## config.mk

```make
export PLATFORM = sky130hd
export DESIGN_NAME = circular_double_ended_queue
export DESIGN_NICKNAME = d
export VERILOG_FILES = /design/src/hdl/cdeq_pkg.sv /design/src/hdl/cdeq_ctrl.sv /design/src/hdl/cdeq_dpath.sv /design/src/hdl/circular_double_ended_queue.sv
export SDC_FILE = /design/constraint.sdc
export NUM_CORES = 1
export LEC_CHECK = 0
export BUFFER_PORTS_ARGS = -buffer_cell sky130_fd_sc_hd__buf_2
export CAP_MARGIN = 20
export CORE_UTILIZATION = 50
export DETAILED_ROUTE_END_ITERATION = 10
export MAX_ROUTING_LAYER = met4
export PLACE_DENSITY = 0.7
export SLEW_MARGIN = 10
export SYNTH_ARGS = -nofsm -noshare
export SYNTH_HDL_FRONTEND = slang
export SYNTH_SLANG_ARGS = --single-unit
```

## constraint.sdc

```tcl
create_clock -name clk_i -period 3.9 [get_ports clk_i]
set_input_delay 0.195 -clock clk_i [delete_from_list [all_inputs] [get_ports clk_i]]
set_output_delay 0.195 -clock clk_i [all_outputs]
set_load 0.02 [all_outputs]
```

## src/hdl/cdeq_pkg.sv

```systemverilog
// Package for the circular double-ended queue.
// Holds the beat structs, opcode and status codes, controller states and the default depth.
// No dependencies.
`default_nettype none

package cdeq_pkg;

  // Default number of entries in the element store.
  localparam int DEFAULT_DEPTH = 8;

  // Operation carried by an input beat.
  typedef enum logic [1:0] {
    OP_PUSH_FRONT = 2'd0,
    OP_PUSH_REAR  = 2'd1,
    OP_POP_FRONT  = 2'd2,
    OP_POP_REAR   = 2'd3
  } opcode_e;

  // Completion status carried by an output beat.
  typedef enum logic [1:0] {
    ST_OK        = 2'd0,
    ST_OVERFLOW  = 2'd1,
    ST_UNDERFLOW = 2'd2
  } status_e;

  typedef struct packed {
    opcode_e            opcode;
    logic signed [31:0] push_value;
  } in_beat_t;

  typedef struct packed {
    logic signed [31:0] pop_value;
    status_e            status;
    logic [3:0]         count;
  } out_beat_t;

  // Controller states.
  typedef enum logic [1:0] {
    S_IDLE = 2'd0,
    S_EXEC = 2'd1,
    S_RESP = 2'd2
  } state_e;

  // Commands from the controller to the datapath.
  typedef struct packed {
    logic load;  // capture the input beat
    logic exec;  // perform the operation on the store and pointers
  } dp_cmd_t;

endpackage

`default_nettype wire

```

## src/hdl/cdeq_ctrl.sv

```systemverilog
// Controller state machine for the circular double-ended queue.
// Sequences accept, execute and respond; depends on cdeq_pkg.
`default_nettype none

module cdeq_ctrl
  import cdeq_pkg::*;
(
  input  wire logic    clk_i,
  input  wire logic    rst_ni,
  input  wire logic    in_valid_i,
  input  wire logic    out_stall_i,
  output logic         in_stall_o,
  output logic         out_valid_o,
  output dp_cmd_t      cmd_o
);

  state_e state_q, state_d;

  // State register.
  always_ff @(posedge clk_i or negedge rst_ni) begin
    if (!rst_ni) begin
      state_q <= S_IDLE;
    end else begin
      state_q <= state_d;
    end
  end

  // Next-state logic.
  always_comb begin
    state_d = state_q;
    case (state_q)
      S_IDLE: begin
        if (in_valid_i) begin
          state_d = S_EXEC;
        end
      end
      S_EXEC: begin
        state_d = S_RESP;
      end
      S_RESP: begin
        if (!out_stall_i) begin
          state_d = S_IDLE;
        end
      end
      default: begin
        state_d = S_IDLE;
      end
    endcase
  end

  // Output logic.
  always_comb begin
    in_stall_o  = 1'b1;
    out_valid_o = 1'b0;
    cmd_o       = '0;
    case (state_q)
      S_IDLE: begin
        in_stall_o = 1'b0;
        cmd_o.load = in_valid_i;
      end
      S_EXEC: begin
        cmd_o.exec = 1'b1;
      end
      S_RESP: begin
        out_valid_o = 1'b1;
      end
      default: begin
        in_stall_o = 1'b1;
      end
    endcase
  end

endmodule

`default_nettype wire

```

## src/hdl/cdeq_dpath.sv

```systemverilog
// Datapath for the circular double-ended queue: element memory, head and tail
// pointers, element count and the result register. Depends on cdeq_pkg.
`default_nettype none

module cdeq_dpath
  import cdeq_pkg::*;
#(
  parameter int DEPTH = DEFAULT_DEPTH
) (
  input  wire logic     clk_i,
  input  wire logic     rst_ni,
  input  wire dp_cmd_t  cmd_i,
  input  wire in_beat_t in_beat_i,
  output out_beat_t     out_beat_o
);

  localparam int PW = $clog2(DEPTH);
  localparam int CW = $clog2(DEPTH + 1);

  // Captured input beat.
  opcode_e            op_q;
  logic signed [31:0] val_q;

  // Queue control state.
  logic [PW-1:0] head_q, head_d;
  logic [PW-1:0] tail_q, tail_d;
  logic [CW-1:0] count_q, count_d;

  // Result state.
  status_e     status_q, status_d;
  logic        pop_ok_q, pop_ok_d;
  logic [31:0] rdata_q;

  // Memory access controls.
  logic          wr_en, rd_en;
  logic [PW-1:0] wr_addr, rd_addr;

  logic [31:0] mem [DEPTH];

  logic          is_push, is_front, full, empty;
  logic [PW-1:0] head_dec, head_inc, tail_dec, tail_inc;
  logic [CW+3:0] count_ext;

  // Capture the input beat.
  always_ff @(posedge clk_i) begin
    if (cmd_i.load) begin
      op_q  <= in_beat_i.opcode;
      val_q <= in_beat_i.push_value;
    end
  end

  // Pointer neighbors with wrap at the store boundary.
  assign head_dec = (head_q == '0) ? PW'(DEPTH - 1) : head_q - PW'(1);
  assign head_inc = (head_q == PW'(DEPTH - 1)) ? '0 : head_q + PW'(1);
  assign tail_dec = (tail_q == '0) ? PW'(DEPTH - 1) : tail_q - PW'(1);
  assign tail_inc = (tail_q == PW'(DEPTH - 1)) ? '0 : tail_q + PW'(1);

  assign is_push  = (op_q == OP_PUSH_FRONT) || (op_q == OP_PUSH_REAR);
  assign is_front = (op_q == OP_PUSH_FRONT) || (op_q == OP_POP_FRONT);
  assign full     = (count_q == CW'(DEPTH));
  assign empty    = (count_q == '0);

  // Operation decode and next state.
  always_comb begin
    head_d   = head_q;
    tail_d   = tail_q;
    count_d  = count_q;
    status_d = status_q;
    pop_ok_d = pop_ok_q;
    wr_en    = 1'b0;
    rd_en    = 1'b0;
    wr_addr  = '0;
    rd_addr  = is_front ? head_q : tail_q;
    if (cmd_i.exec) begin
      status_d = ST_OK;
      pop_ok_d = 1'b0;
      if (is_push) begin
        if (full) begin
          status_d = ST_OVERFLOW;
        end else if (empty) begin
          // First element always lands in entry zero.
          head_d  = '0;
          tail_d  = '0;
          count_d = CW'(1);
          wr_en   = 1'b1;
          wr_addr = '0;
        end else if (is_front) begin
          head_d  = head_dec;
          count_d = count_q + CW'(1);
          wr_en   = 1'b1;
          wr_addr = head_dec;
        end else begin
          tail_d  = tail_inc;
          count_d = count_q + CW'(1);
          wr_en   = 1'b1;
          wr_addr = tail_inc;
        end
      end else begin
        if (empty) begin
          status_d = ST_UNDERFLOW;
        end else begin
          rd_en    = 1'b1;
          pop_ok_d = 1'b1;
          count_d  = count_q - CW'(1);
          if (count_q == CW'(1)) begin
            // Last element leaves: pointers return home.
            head_d = '0;
            tail_d = '0;
          end else if (is_front) begin
            head_d = head_inc;
          end else begin
            tail_d = tail_dec;
          end
        end
      end
    end
  end

  // Control registers.
  always_ff @(posedge clk_i or negedge rst_ni) begin
    if (!rst_ni) begin
      head_q   <= '0;
      tail_q   <= '0;
      count_q  <= '0;
      status_q <= ST_OK;
      pop_ok_q <= 1'b0;
    end else begin
      head_q   <= head_d;
      tail_q   <= tail_d;
      count_q  <= count_d;
      status_q <= status_d;
      pop_ok_q <= pop_ok_d;
    end
  end

  // Element memory with registered read data.
  always_ff @(posedge clk_i) begin
    if (wr_en) begin
      mem[wr_addr] <= val_q;
    end
    if (rd_en) begin
      rdata_q <= mem[rd_addr];
    end
  end

  // Result beat; the count field keeps its low four bits.
  assign count_ext            = {4'b0000, count_q};
  assign out_beat_o.pop_value = pop_ok_q ? rdata_q : '0;
  assign out_beat_o.status    = status_q;
  assign out_beat_o.count     = count_ext[3:0];

endmodule

`default_nettype wire

```

## src/hdl/circular_double_ended_queue.sv

```systemverilog
// Circular double-ended queue: push and pop at either end of a DEPTH-entry store.
// Each beat is captured in S_IDLE, the store is accessed in S_EXEC with registered read data,
// and the result beat is valid in S_RESP; no new beat is taken until the result leaves,
// so the input stalls while a result waits.
// Reset: pointers and count clear to zero and the queue is empty; the store is not cleared.
`default_nettype none

module circular_double_ended_queue
  import cdeq_pkg::*;
#(
  parameter int DEPTH = DEFAULT_DEPTH
) (
  input  wire logic     clk_i,
  input  wire logic     rst_ni,
  input  wire logic     in_valid_i,
  output logic          in_stall_o,
  input  wire in_beat_t in_beat_i,
  output logic          out_valid_o,
  input  wire logic     out_stall_i,
  output out_beat_t     out_beat_o
);

  dp_cmd_t cmd;

  // Sequencing of each beat.
  cdeq_ctrl u_ctrl (
    .clk_i       (clk_i),
    .rst_ni      (rst_ni),
    .in_valid_i  (in_valid_i),
    .out_stall_i (out_stall_i),
    .in_stall_o  (in_stall_o),
    .out_valid_o (out_valid_o),
    .cmd_o       (cmd)
  );

  // Store, pointers and result.
  cdeq_dpath #(
    .DEPTH (DEPTH)
  ) u_dpath (
    .clk_i      (clk_i),
    .rst_ni     (rst_ni),
    .cmd_i      (cmd),
    .in_beat_i  (in_beat_i),
    .out_beat_o (out_beat_o)
  );

  // A pending result blocks new input.
  a_no_accept_while_pending: assert property (@(posedge clk_i) disable iff (!rst_ni)
    out_valid_o |-> in_stall_o)
    else $error("input accepted while a result beat is pending");

  // A result never appears in the cycle right after an accept.
  a_accept_latency: assert property (@(posedge clk_i) disable iff (!rst_ni)
    (in_valid_i && !in_stall_o) |=> !out_valid_o)
    else $error("result beat too early after accept");

  // Underflow only happens on an empty queue.
  a_underflow_empty: assert property (@(posedge clk_i) disable iff (!rst_ni)
    (out_valid_o && out_beat_o.status == ST_UNDERFLOW) |-> (out_beat_o.count == 4'd0))
    else $error("underflow reported with elements held");

  // Failed operations return a zero value.
  a_fail_zero: assert property (@(posedge clk_i) disable iff (!rst_ni)
    (out_valid_o && out_beat_o.status != ST_OK) |-> (out_beat_o.pop_value == '0))
    else $error("nonzero value on a failed operation");

endmodule

`default_nettype wire

```

[Word-level counts from Yosys, hierarchy flattened]
Memory sizes are Yosys's and may differ from the RTL's. A register that Yosys moved wholly into a read port is not among the register bits.
Index checks and enable logic that the tools add are counted.
Word-level totals
  memory bits (writable): 256
  flip-flop bits (word level): 49
  memories kept: 1
  word-level logic and storage cells: 89
  output and inout bits: 40
Memory list
  u_dpath.mem: depth 8, width 32, read ports 1, clocked after memory_dff 1, write ports 1, line cdeq_dpath.sv:38  | logic [31:0] mem [DEPTH];
Cells by class
  reduce and logical (&&, ||, !) cells: 12
  multiplexer cells: 47
  eq/ne operators: 15
  $add $sub $neg: 6
Operator list (number)
  two-way mux 3 bit: 24
  two-way mux 32 bit: 1
  two-way mux 4 bit: 4
  two-way mux 1 bit: 13
  AND reduction 5 bit: 2
  two-way mux 2 bit: 4
  adder 3 x 1 -> 3 bit (second input constant): 2
  == test 3 bit (second input constant): 2
  zero test 3 bit: 2
  inequality test 2 bit (second input constant): 3
  inequality test 3 bit (second input constant): 2
  case mux 2 bit (3 select lines): 1
  subtractor 3 x 1 -> 3 bit (second input constant): 2
  adder 4 x 1 -> 4 bit (second input constant): 1
  == test 2 x 1 -> 1 bit (second input constant): 2
  == test 2 bit (second input constant): 2
  == test 4 x 1 -> 1 bit (second input constant): 1
  == test 4 bit (second input constant): 1
  zero test 2 bit: 2
  zero test 4 bit: 1
  subtractor 4 x 1 -> 4 bit (second input constant): 1
  inequality test 3 x 2 -> 1 bit (second input constant): 1
  AND reduction 3 bit: 1
  nonzero test 3 bit: 1
  other kinds (3): 4

[Longest topological paths before layout]
  word-level depth: 7
  mapped depth: 9
  gate-level depth less buffers: 6

[Cells and area by module]
Synthesis repeated with hierarchy kept, for this count alone.
Unflattened totals
  cell total of the unflattened synthesis: 1080
  area total of the unflattened synthesis: 14042.2 um2
Modules (own cells, without submodules)
  cdeq_dpath: seq. area each 9994.6 um2, times used 1, cells an instance 1070, area each 13947.1 um2
  cdeq_ctrl: seq. area each 50.0 um2, times used 1, cells an instance 10, area each 95.1 um2

[Least setup slack after synthesis]
No wires, ideal clock.
  path type: register to register
  start: register u_dpath.count_q[0]
  end: memory u_dpath.mem[0][0] (enable)
  period minus slack after synthesis: 4.212 ns
  setup time: 0.472 ns
  stages on the path, launching flop included: 5
  path slack: -0.312 ns
  data arrival time: 3.740 ns
  buffers on the path: 0
  cells stage by stage: dfrtp_1 > inv_1 > ha_1 > or3b_1 > o32ai_1
On the way
  longest elaborated chain between the ends: 6
RTL lines
  from (decl): line cdeq_dpath.sv:27  | logic [CW-1:0] count_q, count_d;
  from (signal assigned): line cdeq_dpath.sv:130  | count_q <= count_d;
  == test 4 bit: line cdeq_dpath.sv:60  | assign full = (count_q == CW'(DEPTH));
  two-way mux 1 bit: line cdeq_dpath.sv:78  | if (full) begin
  two-way mux 1 bit: line cdeq_dpath.sv:77  | if (is_push) begin
  two-way mux 1 bit: line cdeq_dpath.sv:74  | if (cmd_i.exec) begin
  two-way mux 1 bit: line cdeq_dpath.sv:138  | if (wr_en) begin
  two-way mux 1 bit (implied by the code): line cdeq_dpath.sv:139  | mem[wr_addr] <= val_q;
  to (decl): line cdeq_dpath.sv:38
Parallel ways exist; a longest one is shown, timed or not.

[Worst setup path in the final report]
  start: register u_dpath.count_q[0]
  end: memory u_dpath.mem[0][9] (enable)
Same word-level chain as after synthesis.

==> results.json <==
{
  "min_path_type": "input pin to async pin",
  "synth_nets": 1033,
  "drive_gt1_share_pct": 18.5,
  "insertion_delay_ns": 0.51,
  "syn_area_um2": 14400,
  "fillers": 2134,
  "dp.cells": 1402,
  "cts_sinks": 337,
  "syn_avg_cell_area_um2": 14.6,
  "wirelength_um": 30900,
  "die_area_um2": 29500,
  "rsz0062_at_grt": "false",
  "crit_path_end_kind": "flop",
  "hpwlAfterDp_um": 17800,
  "setup_violations": 0,
  "yosys_warnings": 0,
  "r2r-start": "u_dpath.count_q[0]$_DFFE_PN0P_",
  "cts-htree-levels": 2,
  "crit_chain": "inv_1, ha_1, or3b_1, o32ai_4, buf_4",
  "worst_slew_pin_slew_ns": 1.04,
  "ant_nets": 0,
  "maxCapViolCount": 0,
  "grt_max_degree": 72,
  "grt_pass1_vias": 8256,
  "ys_seq_area_share_pct": 69.8,
  "clock_skew_ns": 0.0164,
  "drc": 0,
  "synthArstFlopShare_pct": 4.45,
  "initial_utilization_pct": 51.4,
  "synth_ff_type": "edfxtp_1",
  "finalSetupTns_ns": 0,
  "slew_viol_final": 0,
  "pin_count": 78,
  "worst_ep_required_time_ns": 4.09,
  "drt_iter0_markers": 739,
  "area_delta_synth_final_pct": 16.5,
  "fin_crit_ns": 2.85,
  "r2r_setup_slack_ns": 1.05,
  "p_leak_uw": 0.00594,
  "num_rows": 61,
  "final_cell_count_no_fill": 1501,
  "nNetsFinal": 1148,
  "gp_congestion": 0.806,
  "vdd_drop_max_v": 0.000388,
  "portBuffers": 77,
  "ys_ff_latch": 337,
  "seq_area_um2": 10000,
  "hold_viol_final": 0,
  "grt_pass1_wl_um": 46700,
  "syn_inst": 984,
  "startpoint_type": "flop",
  "via_count": 8536,
  "drt-vias-per-instance": 5.69,
  "slew-limit-headroom_pct": 30.4,
  "antenna_found_initial": 0,
  "wire_per_inst_um": 20.6,
  "first_pass_iters": 5,
  "overflow": 0,
  "tritoncts": "built",
  "slowest_delay_ns": 0.85,
  "synth_edf_count": 322,
  "fp.dieW_um": 172,
  "worst_ep_arrival_time_ns": 3.05,
  "clkTransAtPathRegs_ns": 0.06,
  "critPathKind": "flop to flop",
  "max_freq_mhz": 350,
  "cp_slowest_cell": "o32ai_4",
  "powerDensity_nw_per_um2": 712,
  "multi_input_area_um2": 4040,
  "ys_types": 48,
  "cts_root_buf": "clkbuf_16",
  "antennaDiodeCount": 0,
  "core_um2": 28000,
  "cts.path.max_buffers": 3,
  "outcome": "completed",
  "worstReg2RegEnd": "u_dpath.mem[0][9]$_DFFE_PP_",
  "die_h_um": 172,
  "reg2reg_depth": 5,
  "grt_usage_pct": 22.0,
  "crit_path_max_fanout": 15,
  "cts_made_buffers": 35,
  "min_period_over_period_pct": 73.2
}
critical path, delay by kind of cell (launching register included):
family | cells | cell delay, ns
AND/OR/NAND/NOR | 1 | 0.53
AO/OA/AOI/OAI | 1 | 0.85
adder cells (fa/ha/maj) | 1 | 0.26
buffers and inverters | 2 | 0.45
flip-flops | 1 | 0.44
report_power, final:
group,internal [µW],total (µW),leakage (µW),switching (µW)
clock network,1920,3250,0.000551,1330
logic,1410,3790,0.00228,2380
registers,4560,4890,0.00311,326
cells in the final DEF, fill, tap and decap left out, types with 20 or more instances in the layout:
master / count
nor2_1: 70
nor2b_1: 67
dlygate4sd3_1: 37
buf_2: 77
buf_4: 20
o22ai_1: 64
o31ai_2: 30
nand2b_1: 43
a21oi_1: 41
mux2i_1: 65
clkbuf_16: 36
o22a_1: 32
and2_1: 34
o21ai_1: 31
edfxtp_1: 322
Yosys cell counts, types with 9 or more instances:
cell type,count,area [µm²]
nor2_1,78,293
inv_1,10,37.5
clkbuf_1,29,109
o22a_1,32,280
and2_1,34,213
buf_6,15,169
nand2b_1,43,269
nor2b_1,67,419
nand2_1,18,67.6
mux2i_1,65,651
ha_1,11,138
edfxtp_1,322,9670
o31ai_2,30,375
dfrtp_1,15,375
a21oi_1,43,215
o21ai_0,9,45.0
buf_2,19,95.1
o21ai_1,31,155
o22ai_1,64,400
what timing repair did:
item / in CTS / in global routing
gates resized for setup: 0 / 0
hold buffers: 37 / 0
setup buffers: 0 / 0
setup endpoints to repair: 0 / 0
hold endpoints to repair: 51 / 0
final cells by class:
class	instances	area share [%]
inverter	10	0.224
sequential	337	59.9
clock buffer	45	5.64
clock inverter	16	1.02
tap	378	2.82
timing repair buffer	141	6.28
multi-input combinational	574	24.1
cell families after synthesis:
group / Yosys count / share of synthesized area (%)
flops: 337 / 69.8
simple gates: 258 / 9.62
mux: 69 / 4.94
xor+xnor: 3 / 0.183
compound gates: 233 / 11.7
buf+inv: 73 / 2.85
fa+ha+maj: 11 / 0.956
worst max path at each step:
stage / startpoint / end / slack, ns / depth (start not counted)
3_5_place_dp: u_dpath.count_q[0]$_DFFE_PN0P_ / u_dpath.mem[3][11]$_DFFE_PP_ / 1.05 / 7
5_1_grt: u_dpath.count_q[0]$_DFFE_PN0P_ / u_dpath.mem[3][13]$_DFFE_PP_ / 0.82 / 7
6_report: u_dpath.count_q[0]$_DFFE_PN0P_ / u_dpath.mem[0][9]$_DFFE_PP_ / 1.05 / 5
2_1_floorplan: u_dpath.head_q[0]$_DFFE_PN0P_ / u_dpath.mem[2][0]$_DFFE_PP_ / 0.19 / 9
4_1_cts: u_dpath.count_q[0]$_DFFE_PN0P_ / u_dpath.mem[3][13]$_DFFE_PP_ / 1.02 / 7
3_3_place_gp: u_dpath.count_q[0]$_DFFE_PN0P_ / u_dpath.mem[3][14]$_DFFE_PP_ / 1.09 / 7
layer usage:
metal | GRT usage (%) | wire, µm | vias to the layer above
li1 | - | - | 3955
met1 | 29.7 | 13200 | 4232
met2 | 35.1 | 15000 | 299
met3 | 2.83 | 1950 | 50
met4 | 6.52 | 709 | 0
met5 | - | 0 | -
sequential cells by signal (all words and copies together) (netlist names):
name and flops:
u_dpath.head_q 3, u_dpath.mem 256, u_dpath.tail_q 3, u_dpath.count_q 4
u_dpath.val_q 32, u_dpath.op_q 2, u_dpath.rdata_q 32, u_dpath.status_q 2
u_dpath.pop_ok_q 1, u_ctrl.state_q 2
through the flow:
step,hold slack [ns],setup slack (ns),utilization (%),area [µm²],power (µW)
floorplan,-0.101,0.188,-,14400,7650
global placement,0.127,1.09,54.4,15200,8590
detailed placement,0.124,1.05,54.4,15200,8690
CTS,0.129,1.02,59.7,16700,12000
global route,0.144,0.816,59.8,16800,12500
finish,0.121,1.05,59.8,16800,11900
(Power assumes the default switching activity.)
